[src/rtl/tti_pkg.sv]
// shared types, constants and the adc lookup table of the thermistor interpolator
`timescale 1ns / 1ps
package tti_pkg;

   localparam int ROM_SIZE    = 41;
   localparam int ROM_IDX_W   = 6;
   localparam int ADC_W       = 12;
   localparam int START_W     = 12;
   localparam int STEP_W      = 7;
   localparam int VAL_W       = 14;
   localparam int CSR_IDX_W   = 3;
   localparam int CSR_DATA_W  = 14;
   // step * (adc - entry) + span / 2
   localparam int NUM_W       = STEP_W + ADC_W + 1;
   localparam int QUOT_W      = STEP_W + 1;
   localparam int CNT_W       = $clog2(NUM_W + 1);

   localparam logic [CSR_IDX_W-1:0] CSR_START = CSR_IDX_W'(0);
   localparam logic [CSR_IDX_W-1:0] CSR_STEP  = CSR_IDX_W'(1);
   localparam logic [CSR_IDX_W-1:0] CSR_UNDER = CSR_IDX_W'(2);
   localparam logic [CSR_IDX_W-1:0] CSR_OVER  = CSR_IDX_W'(3);

   localparam logic signed [START_W-1:0] START_RESET = START_W'(200);
   localparam logic [STEP_W-1:0]         STEP_RESET  = STEP_W'(20);
   localparam logic signed [VAL_W-1:0]   UNDER_RESET = VAL_W'(200);
   localparam logic signed [VAL_W-1:0]   OVER_RESET  = VAL_W'(1000);

   localparam logic signed [15:0] VAL_MAX = 16'sd8191;
   localparam logic signed [15:0] VAL_MIN = -16'sd8192;

   // adc codes, descending with temperature
   localparam logic [ADC_W-1:0] ADC_ROM [ROM_SIZE] = '{
      12'd2275, 12'd2183, 12'd2093, 12'd2003, 12'd1915, 12'd1828, 12'd1742, 12'd1659,
      12'd1578, 12'd1499, 12'd1424, 12'd1350, 12'd1280, 12'd1212, 12'd1147, 12'd1085,
      12'd1026, 12'd969,  12'd915,  12'd864,  12'd816,  12'd770,  12'd727,  12'd686,
      12'd647,  12'd611,  12'd576,  12'd544,  12'd513,  12'd485,  12'd458,  12'd432,
      12'd408,  12'd385,  12'd364,  12'd344,  12'd325,  12'd308,  12'd291,  12'd276,
      12'd261
   };

   typedef struct packed {
      logic busy;
      logic done;
   } div_status_type;

   function automatic logic signed [VAL_W-1:0] sat_val(input logic signed [15:0] v);
      logic signed [VAL_W-1:0] r;
      if (v > VAL_MAX) begin
         r = VAL_MAX[VAL_W-1:0];
      end else if (v < VAL_MIN) begin
         r = VAL_MIN[VAL_W-1:0];
      end else begin
         r = v[VAL_W-1:0];
      end
      return r;
   endfunction

endpackage

[src/rtl/tti_ifs.sv]
// handshake interfaces for the sample, result and register write channels
`timescale 1ns / 1ps
interface tti_req_if;
   logic                      valid;
   logic                      ready;
   logic [tti_pkg::ADC_W-1:0] adc_sample;
   modport source (output valid, output adc_sample, input ready);
   modport sink (input valid, input adc_sample, output ready);
   modport monitor (input valid, input adc_sample, input ready);
endinterface

interface tti_rsp_if;
   logic                             valid;
   logic                             ready;
   logic signed [tti_pkg::VAL_W-1:0] temperature_tenths;
   modport source (output valid, output temperature_tenths, input ready);
   modport sink (input valid, input temperature_tenths, output ready);
   modport monitor (input valid, input temperature_tenths, input ready);
endinterface

interface tti_csr_if;
   logic                           valid;
   logic                           ready;
   logic [tti_pkg::CSR_IDX_W-1:0]  index;
   logic [tti_pkg::CSR_DATA_W-1:0] wdata;
   modport source (output valid, output index, output wdata, input ready);
   modport sink (input valid, input index, input wdata, output ready);
   modport monitor (input valid, input index, input wdata, input ready);
endinterface

[src/rtl/tti_div.sv]
// restoring divider, one quotient bit per cycle
`timescale 1ns / 1ps
module tti_div (
   input  logic                          clock,
   input  logic                          reset,
   input  logic                          start,
   input  logic [tti_pkg::NUM_W-1:0]     num,
   input  logic [tti_pkg::ADC_W-1:0]     den,
   output tti_pkg::div_status_type       status,
   output logic [tti_pkg::QUOT_W-1:0]    quot
);
   import tti_pkg::*;

   logic [ADC_W-1:0] rem_ff, rem_in;
   logic [NUM_W-1:0] q_ff, q_in;
   logic [ADC_W-1:0] den_ff, den_in;
   logic [CNT_W-1:0] cnt_ff, cnt_in;
   logic             busy_ff, busy_in;
   logic             done_ff, done_in;
   logic [ADC_W:0]   shifted;
   logic [ADC_W:0]   trial;

   always_comb begin
      shifted = {rem_ff, q_ff[NUM_W-1]};
      trial   = shifted - {1'b0, den_ff};
      rem_in  = rem_ff;
      q_in    = q_ff;
      den_in  = den_ff;
      cnt_in  = cnt_ff;
      busy_in = busy_ff;
      done_in = 1'b0;
      if (start) begin
         rem_in  = '0;
         q_in    = num;
         den_in  = den;
         cnt_in  = CNT_W'(NUM_W);
         busy_in = 1'b1;
      end else if (busy_ff) begin
         if (shifted >= {1'b0, den_ff}) begin
            rem_in = trial[ADC_W-1:0];
            q_in   = {q_ff[NUM_W-2:0], 1'b1};
         end else begin
            rem_in = shifted[ADC_W-1:0];
            q_in   = {q_ff[NUM_W-2:0], 1'b0};
         end
         cnt_in = cnt_ff - CNT_W'(1);
         if (cnt_ff == CNT_W'(1)) begin
            busy_in = 1'b0;
            done_in = 1'b1;
         end
      end
   end

   always_ff @(posedge clock) begin
      rem_ff <= rem_in;
      q_ff   <= q_in;
      den_ff <= den_in;
      cnt_ff <= cnt_in;
      if (reset) begin
         busy_ff <= 1'b0;
         done_ff <= 1'b0;
      end else begin
         busy_ff <= busy_in;
         done_ff <= done_in;
      end
   end

   assign status.busy = busy_ff;
   assign status.done = done_ff;
   // quotient never exceeds the step, so the low bits hold it
   assign quot = q_ff[QUOT_W-1:0];

endmodule

[src/rtl/thermistor_table_interpolator_top.sv]
// thermistor adc to temperature: table search, then interpolation with a serial divider
// one item at a time; ready only while idle
// readings outside the table go from the range check straight to the output stage,
// a reading on an entry skips the divider, and any other reading is interpolated
// by the divider (one numerator bit per cycle, 20 bits)
// synchronous active-high reset returns the registers to their defaults and clears the result valid
`timescale 1ns / 1ps
module thermistor_table_interpolator_top #(
   parameter int TABLE_ENTRIES = 41
) (
   input  logic      clock,
   input  logic      reset,
   tti_req_if.sink   req_port,
   tti_rsp_if.source rsp_port,
   tti_csr_if.sink   csr_port
);
   import tti_pkg::*;

   localparam int USED  = (TABLE_ENTRIES < ROM_SIZE) ? TABLE_ENTRIES : ROM_SIZE;
   localparam int IDX_W = $clog2(USED);
   localparam logic [IDX_W-1:0] LAST      = IDX_W'(USED - 1);
   localparam logic [ADC_W-1:0] FIRST_VAL = ADC_ROM[0];
   localparam logic [ADC_W-1:0] LAST_VAL  = ADC_ROM[USED - 1];

   typedef enum logic [6:0] {
      S_IDLE   = 7'b0000001,
      S_CHECK  = 7'b0000010,
      S_SEARCH = 7'b0000100,
      S_MUL    = 7'b0001000,
      S_DIV    = 7'b0010000,
      S_BASE   = 7'b0100000,
      S_OUT    = 7'b1000000
   } state_type;

   state_type                  state_ff, state_in;
   logic [ADC_W-1:0]           adc_ff, adc_in;
   logic [IDX_W-1:0]           lo_ff, lo_in;
   logic [IDX_W-1:0]           hi_ff, hi_in;
   logic [IDX_W-1:0]           idx_ff, idx_in;
   logic [ADC_W-1:0]           diff_ff, diff_in;
   logic [ADC_W-1:0]           span_ff, span_in;
   logic [QUOT_W-1:0]          quot_ff, quot_in;
   logic signed [VAL_W-1:0]    res_ff, res_in;
   logic signed [START_W-1:0]  start_ff;
   logic [STEP_W-1:0]          step_ff;
   logic signed [VAL_W-1:0]    under_ff;
   logic signed [VAL_W-1:0]    over_ff;
   logic                       rsp_valid_ff;
   logic signed [VAL_W-1:0]    rsp_data_ff;

   logic [IDX_W:0]             mid_sum;
   logic [IDX_W-1:0]           mid;
   logic [IDX_W-1:0]           gap;
   logic [ADC_W-1:0]           rom_mid, rom_lo, rom_hi;
   logic [NUM_W-1:0]           num;
   logic                       div_start;
   div_status_type             div_status;
   logic [QUOT_W-1:0]          div_quot;
   logic signed [15:0]         ofs_s, base_s;
   logic                       out_free;

   assign mid_sum = {1'b0, lo_ff} + {1'b0, hi_ff};
   assign mid     = mid_sum[IDX_W:1];
   assign gap     = hi_ff - lo_ff;
   assign rom_mid = ADC_ROM[ROM_IDX_W'(mid)];
   assign rom_lo  = ADC_ROM[ROM_IDX_W'(lo_ff)];
   assign rom_hi  = ADC_ROM[ROM_IDX_W'(hi_ff)];
   assign num     = NUM_W'(step_ff) * NUM_W'(diff_ff) + NUM_W'(span_ff >> 1);
   assign ofs_s   = signed'(16'(idx_ff) * 16'(step_ff));
   assign base_s  = 16'(start_ff) + ofs_s - signed'(16'(quot_ff));
   assign out_free = !rsp_valid_ff || rsp_port.ready;

   tti_div u_div (
      .clock  (clock),
      .reset  (reset),
      .start  (div_start),
      .num    (num),
      .den    (span_ff),
      .status (div_status),
      .quot   (div_quot)
   );

   always_comb begin
      state_in  = state_ff;
      adc_in    = adc_ff;
      lo_in     = lo_ff;
      hi_in     = hi_ff;
      idx_in    = idx_ff;
      diff_in   = diff_ff;
      span_in   = span_ff;
      quot_in   = quot_ff;
      res_in    = res_ff;
      div_start = 1'b0;
      unique case (state_ff)
         S_IDLE: begin
            if (req_port.valid) begin
               adc_in   = req_port.adc_sample;
               lo_in    = '0;
               hi_in    = LAST;
               quot_in  = '0;
               state_in = S_CHECK;
            end
         end
         S_CHECK: begin
            if (adc_ff > FIRST_VAL) begin
               res_in   = under_ff;
               state_in = S_OUT;
            end else if (adc_ff < LAST_VAL) begin
               res_in   = over_ff;
               state_in = S_OUT;
            end else if (adc_ff == LAST_VAL) begin
               idx_in   = LAST;
               state_in = S_BASE;
            end else begin
               state_in = S_SEARCH;
            end
         end
         S_SEARCH: begin
            if (gap > IDX_W'(1)) begin
               if (adc_ff > rom_mid) begin
                  hi_in = mid;
               end else begin
                  lo_in = mid;
               end
            end else if (adc_ff >= rom_lo) begin
               idx_in   = lo_ff;
               state_in = S_BASE;
            end else begin
               idx_in   = hi_ff;
               diff_in  = adc_ff - rom_hi;
               span_in  = rom_lo - rom_hi;
               state_in = S_MUL;
            end
         end
         S_MUL: begin
            // zero span: no interpolation term
            if (span_ff == '0) begin
               state_in = S_BASE;
            end else begin
               div_start = 1'b1;
               state_in  = S_DIV;
            end
         end
         S_DIV: begin
            if (div_status.done) begin
               quot_in  = div_quot;
               state_in = S_BASE;
            end
         end
         S_BASE: begin
            res_in   = sat_val(base_s);
            state_in = S_OUT;
         end
         S_OUT: begin
            if (out_free) begin
               state_in = S_IDLE;
            end
         end
         default: begin
            state_in = S_IDLE;
         end
      endcase
   end

   always_ff @(posedge clock) begin
      adc_ff  <= adc_in;
      lo_ff   <= lo_in;
      hi_ff   <= hi_in;
      idx_ff  <= idx_in;
      diff_ff <= diff_in;
      span_ff <= span_in;
      quot_ff <= quot_in;
      res_ff  <= res_in;
      if (state_ff == S_OUT && out_free) begin
         rsp_data_ff <= res_ff;
      end
      if (reset) begin
         state_ff     <= S_IDLE;
         rsp_valid_ff <= 1'b0;
      end else begin
         state_ff <= state_in;
         if (state_ff == S_OUT && out_free) begin
            rsp_valid_ff <= 1'b1;
         end else if (rsp_port.ready) begin
            rsp_valid_ff <= 1'b0;
         end
      end
   end

   always_ff @(posedge clock) begin
      if (reset) begin
         start_ff <= START_RESET;
         step_ff  <= STEP_RESET;
         under_ff <= UNDER_RESET;
         over_ff  <= OVER_RESET;
      end else if (csr_port.valid) begin
         unique case (csr_port.index)
            CSR_START: start_ff <= signed'(csr_port.wdata[START_W-1:0]);
            CSR_STEP:  step_ff  <= csr_port.wdata[STEP_W-1:0];
            CSR_UNDER: under_ff <= signed'(csr_port.wdata[VAL_W-1:0]);
            CSR_OVER:  over_ff  <= signed'(csr_port.wdata[VAL_W-1:0]);
            default: begin
            end
         endcase
      end
   end

   assign req_port.ready              = (state_ff == S_IDLE);
   assign csr_port.ready              = 1'b1;
   assign rsp_port.valid              = rsp_valid_ff;
   assign rsp_port.temperature_tenths = rsp_data_ff;

endmodule

[src/flat_wrapper.sv]
// flat-port wrapper written by rule: the top's interface ports become plain ports
module thermistor_table_interpolator_top_flat import tti_pkg::*;
#(
   parameter int TABLE_ENTRIES = 41
)
  (clock, reset, req_port_valid, req_port_adc_sample, req_port_ready, rsp_port_valid, rsp_port_temperature_tenths, rsp_port_ready, csr_port_valid, csr_port_index, csr_port_wdata, csr_port_ready);
  tti_req_if req_port_i ();
  tti_rsp_if rsp_port_i ();
  tti_csr_if csr_port_i ();
  input  logic clock;
  input  logic reset;
  input wire logic [$bits(req_port_i.valid)-1:0] req_port_valid;
  input wire logic [$bits(req_port_i.adc_sample)-1:0] req_port_adc_sample;
  output wire logic [$bits(req_port_i.ready)-1:0] req_port_ready;
  output wire logic [$bits(rsp_port_i.valid)-1:0] rsp_port_valid;
  output wire logic [$bits(rsp_port_i.temperature_tenths)-1:0] rsp_port_temperature_tenths;
  input wire logic [$bits(rsp_port_i.ready)-1:0] rsp_port_ready;
  input wire logic [$bits(csr_port_i.valid)-1:0] csr_port_valid;
  input wire logic [$bits(csr_port_i.index)-1:0] csr_port_index;
  input wire logic [$bits(csr_port_i.wdata)-1:0] csr_port_wdata;
  output wire logic [$bits(csr_port_i.ready)-1:0] csr_port_ready;
  assign req_port_i.valid = req_port_valid;
  assign req_port_i.adc_sample = req_port_adc_sample;
  assign req_port_ready = req_port_i.ready;
  assign rsp_port_valid = rsp_port_i.valid;
  assign rsp_port_temperature_tenths = rsp_port_i.temperature_tenths;
  assign rsp_port_i.ready = rsp_port_ready;
  assign csr_port_i.valid = csr_port_valid;
  assign csr_port_i.index = csr_port_index;
  assign csr_port_i.wdata = csr_port_wdata;
  assign csr_port_ready = csr_port_i.ready;
  thermistor_table_interpolator_top #(.TABLE_ENTRIES(TABLE_ENTRIES)) u_core (.clock(clock), .reset(reset), .req_port(req_port_i), .rsp_port(rsp_port_i), .csr_port(csr_port_i));
endmodule
[config.mk]
export PLATFORM = sky130hd
export DESIGN_NAME = thermistor_table_interpolator_top_flat
export DESIGN_NICKNAME = d
export VERILOG_FILES = /design/src/rtl/tti_pkg.sv /design/src/rtl/tti_ifs.sv /design/src/rtl/tti_div.sv /design/src/rtl/thermistor_table_interpolator_top.sv /design/src/flat_wrapper.sv
export SDC_FILE = /design/constraint.sdc
export NUM_CORES = 1
export LEC_CHECK = 0
export ABC_AREA = 1
export BUFFER_PORTS_ARGS = -buffer_cell sky130_fd_sc_hd__buf_2
export CELL_PAD_IN_SITES_DETAIL_PLACEMENT = 0
export CELL_PAD_IN_SITES_GLOBAL_PLACEMENT = 2
export CORE_MARGIN = 1
export CORE_UTILIZATION = 34
export DETAILED_ROUTE_END_ITERATION = 10
export PLACE_DENSITY = 0.73
export SKIP_CTS_REPAIR_TIMING = 1
export SYNTH_ARGS = -nofsm -noshare
export SYNTH_HDL_FRONTEND = slang
export SYNTH_HIERARCHICAL = 1
export SYNTH_SLANG_ARGS = --single-unit
export TNS_END_PERCENT = 10
[constraint.sdc]
create_clock -name clock -period 7.4 [get_ports clock]
set_clock_uncertainty 0.15 [all_clocks]
set_input_delay 1.48 -clock clock [delete_from_list [all_inputs] [get_ports clock]]
set_output_delay 1.48 -clock clock [all_outputs]
set_load 0.005 [all_outputs]
==> flow_summary.yaml, run 1 <==
place:
  routabilityCongestion: 0.845
  port-buffer-count: 49
  place_area_sq_mm: 0.0190
  place.detailed.hpwl_um: 41200
worst_setup_path:
  worst-endpoint-required_ns: 7.50
  cells_along_the_critical_path: "nand2_1, fa_1, inv_1, fa_1, inv_1, fa_1, inv_1, ha_1, a21oi_1, o311ai_0, xor2_1, ha_1, inv_1, fa_1, inv_1, nor3_1, and2_1, nand2_1, nand2_4, nand3_4, nand2_4, nand2_1, nand2_1, nand2_1"
  setup.worst_path.class: "flop to flop"
  start_kind: "flop"
  crit_arrival_ns: 6.08
  critical_path.max_fanout: 19
  critical_path.max_stage_delay_ns: 0.80
  cp_num_buf_inv: 5
  path_delay_family: "adder cells"
  setup.worst_path.end_class: "flop"
  worst_path_max_delay_cell: "dfxtp_1"
sta:
  final_hold_viol_count: 0
  rsz0062_at_grt: "no"
  worst-slew-pin-transition_ns: 1.20
  final-max-slew-violation-count: 0
  fin_crit_ns: 5.98
  layout_worst_path_cycle_share_pct: 80.8
  setup_tns_ns: 0
  max_slew_margin_pct: 20.2
  finalSetupViolCount: 0
  fmax_mhz: 167
clock_network:
  master_cell_of_the_clock_root_buffer: "clkbuf_16"
  clkSinkCount: 196
  insertion_delay_ns: 0.50
  tritoncts: "yes"
  cts_inserted_buffers: 17
  cts.clk_slew.worst_paths_ns: 0.09
  cts_max_level: 4
  cts-root-to-sink-buffers: 2
synth:
  synth_fp_nets: 2746
  syn-instance-count: 2441
  synth.avg_cell_area_sq_um: 7.49
  ys.warnings.count: 6
  syn-cell-area_sq_mm: 0.0183
power_and_ir_drop:
  vdd_drop_max_mv: 0.200
  total_leakage_power_nw: 10.0
  p_per_area_mw_per_mm2: 288
global_route:
  vias_in_the_first_global_route: 15000
  maximum_number_of_pins_on_one_net_before_global_route_repair: 40
  gr-total-overflow: 0
  first_pass_grt_wire_length_um: 82700
  global_route.usage.total_pct: 19.7
  antenna_found_initial: 0
job:
  max-cap-violations: 0
die:
  floorplan.initialDensity_pct: 34.6
  floorplan.io_pins: 51
  num_rows: 84
  chipWidth_um: 234
  die_height_um: 234
  core_region_area_sq_mm: 0.0529
  dieArea_sq_mm: 0.0547
routing:
  detailed_routing_wirelength_on_met1_um: 25600
  ant_nets: 0
  wl_met3_um: 1630
  routed-via-count: 15200
  wl_per_cell_um: 16.4
  drt-initial-drc-count: 893
  drt-pass1-iter-count: 8
  detailroute.wirelength.met2_um: 23400
  avgViaCountPerCell: 4.85
  top_layer: "met4"
  drc_errors: 1
  finalWirelength_um: 51500
final_layout:
  design_area_sq_mm: 0.0196
  area_growth_syn_to_layout_pct: 7.28
  layout_common_cells: "646 x nand2_1, 443 x inv_1, 176 x ha_1, 175 x nor2_1, 151 x nand3_1"
  design.final.nets: 2742
  layout_cell_share_with_drive_strength_beyond_1_pct: 6.45
  layout.filler_cells: 5639
  mostFrequentLayoutCell: "nand2_1"
  diodes: 0
worst_hold_path:
  hold_class: "flop to flop"
run_status:
  violations: "design-rule violations"
  outcome: "finished, violations left"
[registers in the layout (all words and copies together) (netlist names), 6 cells and up]
| register | flops |
|---|---|
| u_core/state_ff | 7 |
| u_core/span_ff | 12 |
| u_core/idx_ff | 6 |
| u_core/diff_ff | 12 |
| u_core/u_div/q_ff | 20 |
| u_core/under_ff | 14 |
| u_core/res_ff | 14 |
| u_core/quot_ff | 8 |
| u_core/lo_ff | 6 |
| u_core/u_div/den_ff | 12 |
| u_core/rsp_port.temperature_tenths | 14 |
| u_core/u_div/rem_ff | 12 |
| u_core/start_ff | 12 |
| u_core/step_ff | 7 |
| u_core/adc_ff | 12 |
| u_core/over_ff | 14 |
| u_core/hi_ff | 6 |
[worst register-to-register path, cell delays in order, from the launching register on]
cell      delay (ns)
dfxtp_1         0.80
nand2_1         0.18
fa_1            0.57
inv_1           0.05
fa_1            0.52
inv_1           0.05
fa_1            0.52
inv_1           0.04
ha_1            0.36
a21oi_1         0.09
o311ai_0        0.37
xor2_1          0.21
ha_1            0.16
inv_1           0.06
fa_1            0.52
inv_1           0.09
nor3_1          0.23
and2_1          0.16
nand2_1         0.09
nand2_4         0.13
nand3_4         0.10
nand2_4         0.11
nand2_1         0.08
nand2_1         0.06
nand2_1         0.05
[per-stage QoR]
| step | hold WS [ns] | instances | worst slack, ns | util (%) | total power [mW] |
|---|---|---|---|---|---|
| finish | 0.275 | 3138 | 1.42 | 37.1 | 5.65 |
| CTS | 0.278 | 3138 | 1.37 | 37.1 | 5.71 |
| floorplan | 0.250 | 2441 | 1.81 | - | 3.90 |
| global placement | 0.253 | 3106 | 1.45 | 35.9 | 4.70 |
| detailed placement | 0.256 | 3106 | 1.39 | 35.9 | 4.68 |
| global route | 0.292 | 3138 | 0.876 | 37.1 | 6.22 |
[area by class of cell]
cell class	count	area, sq um	share of cell area (%)
Clock inverter	15	196	1.00
Timing Repair Buffer	56	298	1.52
Clock buffer	17	425	2.17
Tap cell	688	861	4.39
Sequential cell	196	5140	26.2
Multi-Input combinational cell	1711	11000	56.0
Inverter	455	1710	8.72
[power breakdown]
group / internal [mW] / switching (mW) / leakage [nW]
clock network: 0.464 / 0.522 / 0.293
logic: 1.09 / 2.09 / 8.00
registers: 1.33 / 0.151 / 1.71
[routing by layer]
metal,GRT usage (%),up-vias
met5,0,-
met4,6.05,0
met3,2.78,43
met2,31.0,236
met1,27.8,7189
li1,-,7751
[path summary, 6_finish.rpt]
check / startpoint / end / slack [ns] / cells past startpoint
setup / recovery: u_core/step_ff[3] / u_core/res_ff[0] / 1.42 / 24
hold / removal: u_core/res_ff[9] / u_core/rsp_port.temperature_tenths[9] / 0.27 / 0
setup reg to reg: u_core/step_ff[3] / u_core/res_ff[0] / 1.42 / 24
hold reg to reg: u_core/res_ff[9] / u_core/rsp_port.temperature_tenths[9] / 0.27 / 0
Power figures use the tool's default switching activity.
==> run 2, diff against run 1 <==
clock period = 6.04 ns   (was 7.4 ns; I/O delays follow)
==> run 2 against run 1 <==
Compared with the run above: the flow now finishes without violations; first-iteration DRC count is 5.5% higher; combinational power increased by 26%; sequential share of layout area down 0.20 points; final cell count is 0.57% higher; flip-flop and latch count is the same; die area did not move; sequential power is 20% higher; register-to-register slack got worse by 0.97 ns; count of clock-buffer cells in the layout did not move; critical path type unchanged; largest power group unchanged.
==> flow_summary.yaml, run 2 (synthesis results as in run 1) <==
worst_setup_path:
  crit-reg2reg-launch: "u_core/idx_ff[2]"
  start_kind: "flop"
  r2r_slack_ns: 0.45
  crit_arrival_ns: 5.69
  critical_path.max_fanout: 7
  r2r_endpoint: "u_core/res_ff[8]"
  setup.worst_path.class: "flop to flop"
  setup.worst_path.end_class: "flop"
  worst-endpoint-required_ns: 6.14
  ff2ff_path_depth: 26
job:
  max-cap-violations: 0
die:
  core_region_area_sq_mm: 0.0529
  floorplan.initialDensity_pct: 34.6
  dieArea_sq_mm: 0.0547
  die_height_um: 234
  chipWidth_um: 234
  num_rows: 84
  floorplan.io_pins: 51
final_layout:
  design_area_sq_mm: 0.0198
  design.final.nets: 2760
  diodes: 0
  largest_register_ff_count: 20
  layout_common_cells: "646 x nand2_1, 443 x inv_1, 176 x ha_1, 175 x nor2_1, 151 x nand3_1"
  final_core_util_pct: 37.4
  instances_no_fill: 3156
  area_growth_syn_to_layout_pct: 8.11
  mostFrequentLayoutCell: "nand2_1"
  layout_cell_share_with_drive_strength_beyond_1_pct: 7.21
  registers.top_by_ff_count: "u_core/u_div/q_ff"
place:
  place_area_sq_mm: 0.0191
  port-buffer-count: 49
  routabilityCongestion: 0.844
  place_inst: 3124
  dp_worst_setup_slack_ns: 0.415
  place.detailed.hpwl_um: 41400
clock_network:
  cts-root-to-sink-buffers: 2
  master_cell_of_the_clock_root_buffer: "clkbuf_16"
  insertion_delay_ns: 0.50
  tritoncts: "yes"
  cts_inserted_buffers: 17
  cts.clk_slew.worst_paths_ns: 0.09
  clkSinkCount: 196
  cts_max_level: 4
global_route:
  gr-total-overflow: 0
  gr-usage-met2_pct: 31.5
  grtUsageMet3_pct: 3.11
  busiest_layer: "met2"
  maximum_number_of_pins_on_one_net_before_global_route_repair: 53
  met1_use_gr_pct: 27.5
  vias_in_the_first_global_route: 15000
  global_route.usage.total_pct: 19.8
  first_pass_grt_wire_length_um: 83300
  antenna_found_initial: 0
sta:
  finalSetupViolCount: 0
  rsz0062_at_grt: "no"
  final_hold_viol_count: 0
  fmax_mhz: 179
  layout_worst_path_cycle_share_pct: 92.6
  setup_tns_ns: 0
  worst-slew-pin-transition_ns: 1.08
  worst_slack_ns: 0.446
  max_slew_margin_pct: 27.4
  worst_hold_slack_ns: 0.274
  fin_crit_ns: 5.59
  final-max-slew-violation-count: 0
routing:
  drt-pass1-iter-count: 7
  finalWirelength_um: 51900
  drc_errors: 0
  drt-initial-drc-count: 942
  avgViaCountPerCell: 4.83
  ant_nets: 0
  routed-via-count: 15300
  wl_per_cell_um: 16.4
power_and_ir_drop:
  total_leakage_power_nw: 10.1
  p_per_area_mw_per_mm2: 354
  vdd_drop_max_mv: 0.261
  power.total_mw: 7.00
worst_hold_path:
  worst_hold_path.num_cells: 0
  hold_path_startpoint: "u_core/res_ff[3]"
  min_delay_worst_endpoint: "u_core/rsp_port.temperature_tenths[3]"
  hold_class: "flop to flop"
run_status:
  outcome: "completed"
-- run 2: final cells by class --
type	instances	area, sq um
Fill cell	5612	33100
Sequential cell	196	5140
Clock buffer	17	425
Clock inverter	15	200
Multi-Input combinational cell	1711	11000
Timing Repair Buffer	74	437
Tap cell	688	861
Inverter	455	1710
-- run 2: worst max path at each step --
| stage | slack, ns | depth (start not counted) | from | end |
|---|---|---|---|---|
| 2_1_floorplan | 0.45 | 26 | u_core/step_ff[3] | u_core/res_ff[11] |
| 3_3_place_gp | 0.47 | 27 | u_core/step_ff[4] | u_core/res_ff[3] |
| 3_5_place_dp | 0.42 | 27 | u_core/step_ff[4] | u_core/res_ff[8] |
| 4_1_cts | 0.39 | 27 | u_core/step_ff[4] | u_core/res_ff[8] |
| 5_1_grt | 0.01 | 27 | u_core/step_ff[2] | u_core/res_ff[2] |
| 6_report | 0.45 | 26 | u_core/idx_ff[2] | u_core/res_ff[8] |
-- run 2: metal layers --
metal	wire length (um)	share of wire (%)
met1	25600	49
met2	23500	45
met3	1670	3.2
met4	1090	2.1
met5	0	0
-- run 2: report_power, final --
part | internal (mW) | leakage (nW) | switching (mW)
logic | 1.38 | 8.10 | 2.64
registers | 1.62 | 1.71 | 0.144
clock network | 0.569 | 0.296 | 0.639
total | 3.57 | 10.1 | 3.43
-- run 2: worst max-delay path: stages, from the launching register on --
cell and delay [ns]:
edfxtp_1 0.51, nand2_1 0.11, inv_1 0.06, fa_1 0.53, inv_1 0.05, fa_1 0.46, fa_1 0.55, inv_1 0.04
ha_1 0.35, a21oi_1 0.19, o21bai_2 0.11, nand2_1 0.07, o311ai_0 0.15, xor2_1 0.19, ha_1 0.20, inv_1 0.08
fa_1 0.46, a21oi_1 0.25, nand2_1 0.07, a21oi_1 0.22, nand2_4 0.11, inv_2 0.12, nand2_4 0.08, nand3_1 0.07
nand2_1 0.05, nand2_1 0.06, nand2_1 0.05
==> run 3, diff against run 2 <==
--- a/config.mk
+++ b/config.mk
@@ -11,2 +11,3 @@
 export CELL_PAD_IN_SITES_GLOBAL_PLACEMENT = 2
+export CORE_ASPECT_RATIO = 1.4
 export CORE_MARGIN = 1
@@ -15,2 +16,3 @@
 export PLACE_DENSITY = 0.73
+export REMOVE_ABC_BUFFERS = 1
 export SKIP_CTS_REPAIR_TIMING = 1
--- a/constraint.sdc
+++ b/constraint.sdc
@@ -4,2 +4,2 @@
 set_output_delay 1.208 -clock clock [all_outputs]
-set_load 0.005 [all_outputs]
+set_load 0.01 [all_outputs]
==> run 3 against run 2 <==
Compared with the run above: power rose by 1.5%; global-route usage rose by 0.17 points; count of clock-buffer cells in the layout did not move; design area rose by 0.34%; setup slack got worse by 0.052 ns; combinational power barely moved; routed wire length rose by 0.87%; final cell count rose by 0.82%; sequential power barely moved; hold slack improved by 0.0013 ns.
==> flow_summary.yaml, run 3 (synthesis results as in run 1) <==
routing:
  drc_errors: 0
  avgViaCountPerCell: 4.77
  wl_per_cell_um: 16.4
  finalWirelength_um: 52300
  drt-initial-drc-count: 732
  drt-pass1-iter-count: 5
  routed-via-count: 15200
  ant_nets: 0
final_layout:
  layout.filler_cells: 5711
  diodes: 0
  design.final.nets: 2760
  multi_input_logic_area_sq_mm: 0.0110
  mostFrequentLayoutCell: "nand2_1"
  area_growth_syn_to_layout_pct: 8.47
  layout_cell_share_with_drive_strength_beyond_1_pct: 7.17
  design_area_sq_mm: 0.0198
  instances_no_fill: 3182
  largest_register_ff_count: 20
  ff_latch_area_sq_mm: 0.00514
  registers.top_by_ff_count: "u_core/u_div/q_ff"
  layout_common_cells: "646 x nand2_1, 443 x inv_1, 176 x nor2_1, 176 x ha_1, 151 x nand3_1"
worst_setup_path:
  worst-endpoint-required_ns: 6.12
  crit-reg2reg-launch: "u_core/step_ff[4]"
  setup.worst_path.end_class: "flop"
  critical_path.max_fanout: 13
  setup.worst_path.class: "flop to flop"
  start_kind: "flop"
  crit_arrival_ns: 5.73
  r2r_endpoint: "u_core/res_ff[0]"
  r2r_slack_ns: 0.39
  ff2ff_path_depth: 27
die:
  core_region_area_sq_mm: 0.0532
  num_rows: 100
  floorplan.initialDensity_pct: 34.4
  chipWidth_um: 198
  die_height_um: 276
  floorplan.io_pins: 51
  dieArea_sq_mm: 0.0547
worst_hold_path:
  min_delay_worst_endpoint: "u_core/rsp_port.temperature_tenths[5]"
  hold_path_startpoint: "u_core/res_ff[5]"
  hold_class: "flop to flop"
  worst_hold_path.num_cells: 0
clock_network:
  master_cell_of_the_clock_root_buffer: "clkbuf_16"
  cts-root-to-sink-buffers: 2
  tritoncts: "yes"
  cts_max_level: 4
  insertion_delay_ns: 0.48
  cts.clk_slew.worst_paths_ns: 0.09
  cts_inserted_buffers: 17
  clkSinkCount: 196
place:
  dp_worst_setup_slack_ns: 0.369
  port-buffer-count: 49
  place_inst: 3149
  place.detailed.hpwl_um: 43000
  place_area_sq_mm: 0.0191
  routabilityCongestion: 0.908
global_route:
  global_route.usage.total_pct: 20.0
  maximum_number_of_pins_on_one_net_before_global_route_repair: 53
  gr-total-overflow: 0
  antenna_found_initial: 0
  vias_in_the_first_global_route: 15600
  first_pass_grt_wire_length_um: 84400
power_and_ir_drop:
  p_switching_mw: 3.49
  p_int_mw: 3.61
  combinationalPowerShare_pct: 56.7
  pwr-share-clk_pct: 17.9
  seq_power_share_pct: 25.3
  total_leakage_power_nw: 10.1
  vdd_drop_max_mv: 0.334
  swShare_pct: 49.1
  p_per_area_mw_per_mm2: 358
sta:
  layout_worst_path_cycle_share_pct: 93.5
  finalSetupViolCount: 0
  worst_hold_slack_ns: 0.276
  final_hold_viol_count: 0
  max_slew_margin_pct: 28.0
  fmax_mhz: 177
  worst-slew-pin-transition_ns: 1.08
  rsz0062_at_grt: "no"
  worst_slack_ns: 0.393
  fin_crit_ns: 5.65
  setup_tns_ns: 0
  final-max-slew-violation-count: 0
job:
  max-cap-violations: 0
run_status:
  outcome: "completed"
[run 3: cell count changes in the layout (fill, tap and decap cells not counted), moves of 2 or more]
cell	previous run	this run
a21oi_1	108	106
a21oi_2	1	3
clkinv_4	2	0
inv_16	0	2
[run 3: how the worst max path moves through the flow]
stage,from,to,slack (ns),depth (start not counted)
6_report,u_core/step_ff[4],u_core/res_ff[0],0.39,27
5_1_grt,u_core/idx_ff[5],u_core/res_ff[5],0.009,27
4_1_cts,u_core/step_ff[4],u_core/res_ff[12],0.35,25
3_5_place_dp,u_core/step_ff[4],u_core/res_ff[12],0.37,25
3_3_place_gp,u_core/step_ff[4],u_core/res_ff[11],0.41,27
2_1_floorplan,u_core/step_ff[3],u_core/res_ff[11],0.68,24
[run 3: final cells by class]
cell class	count	share of cell area, %
flip-flops and latches	196	25.9
clock inverters	15	1.22
well taps	714	4.51
inverters	455	8.63
repair buffers	74	2.18
clock buffers	17	2.15
multi-input cells	1711	55.4
[run 3: power groups by stage]
stage / Clock, mW / Sequential, mW / Combinational [mW]
finish: 1.27 / 1.80 / 4.03
global route: 1.38 / 1.82 / 4.60
floorplan: 0 / 1.75 / 2.92
detailed placement: 0 / 1.84 / 4.05
CTS: 1.32 / 1.81 / 4.07
global placement: 0 / 1.84 / 4.08
[run 3: through the flow]
step           util [%]  power [mW]
3_5_place_dp       36.0        5.89
5_1_grt            37.3        7.79
4_1_cts            37.3        7.21
3_3_place_gp       36.0        5.92
2_1_floorplan         -        4.67
6_report           37.3        7.10
[run 3: worst max-delay path, cell delays in order, from the launching register on]
cell and delay [ns]:
dfxtp_1 0.50, buf_4 0.27, nand2_1 0.07, inv_1 0.07
fa_1 0.42, ha_1 0.29, inv_1 0.05, fa_1 0.52
inv_1 0.07, fa_1 0.45, a21oi_1 0.18, o21bai_1 0.13
nand2_1 0.09, o311ai_0 0.15, xor2_1 0.18, ha_1 0.16
inv_1 0.06, fa_1 0.54, inv_1 0.10, nor3_1 0.21
and2_1 0.15, nand2_1 0.08, nand2_4 0.13, nand3_4 0.09
nand2_4 0.11, nand2_1 0.07, nand2_1 0.06, nand2_1 0.04
[run 3: metal layers]
layer	routed length, um	global-route usage, %
met1	21700	22.9
met2	28000	37.7
met3	1130	1.84
met4	1530	7.16
met5	0	0
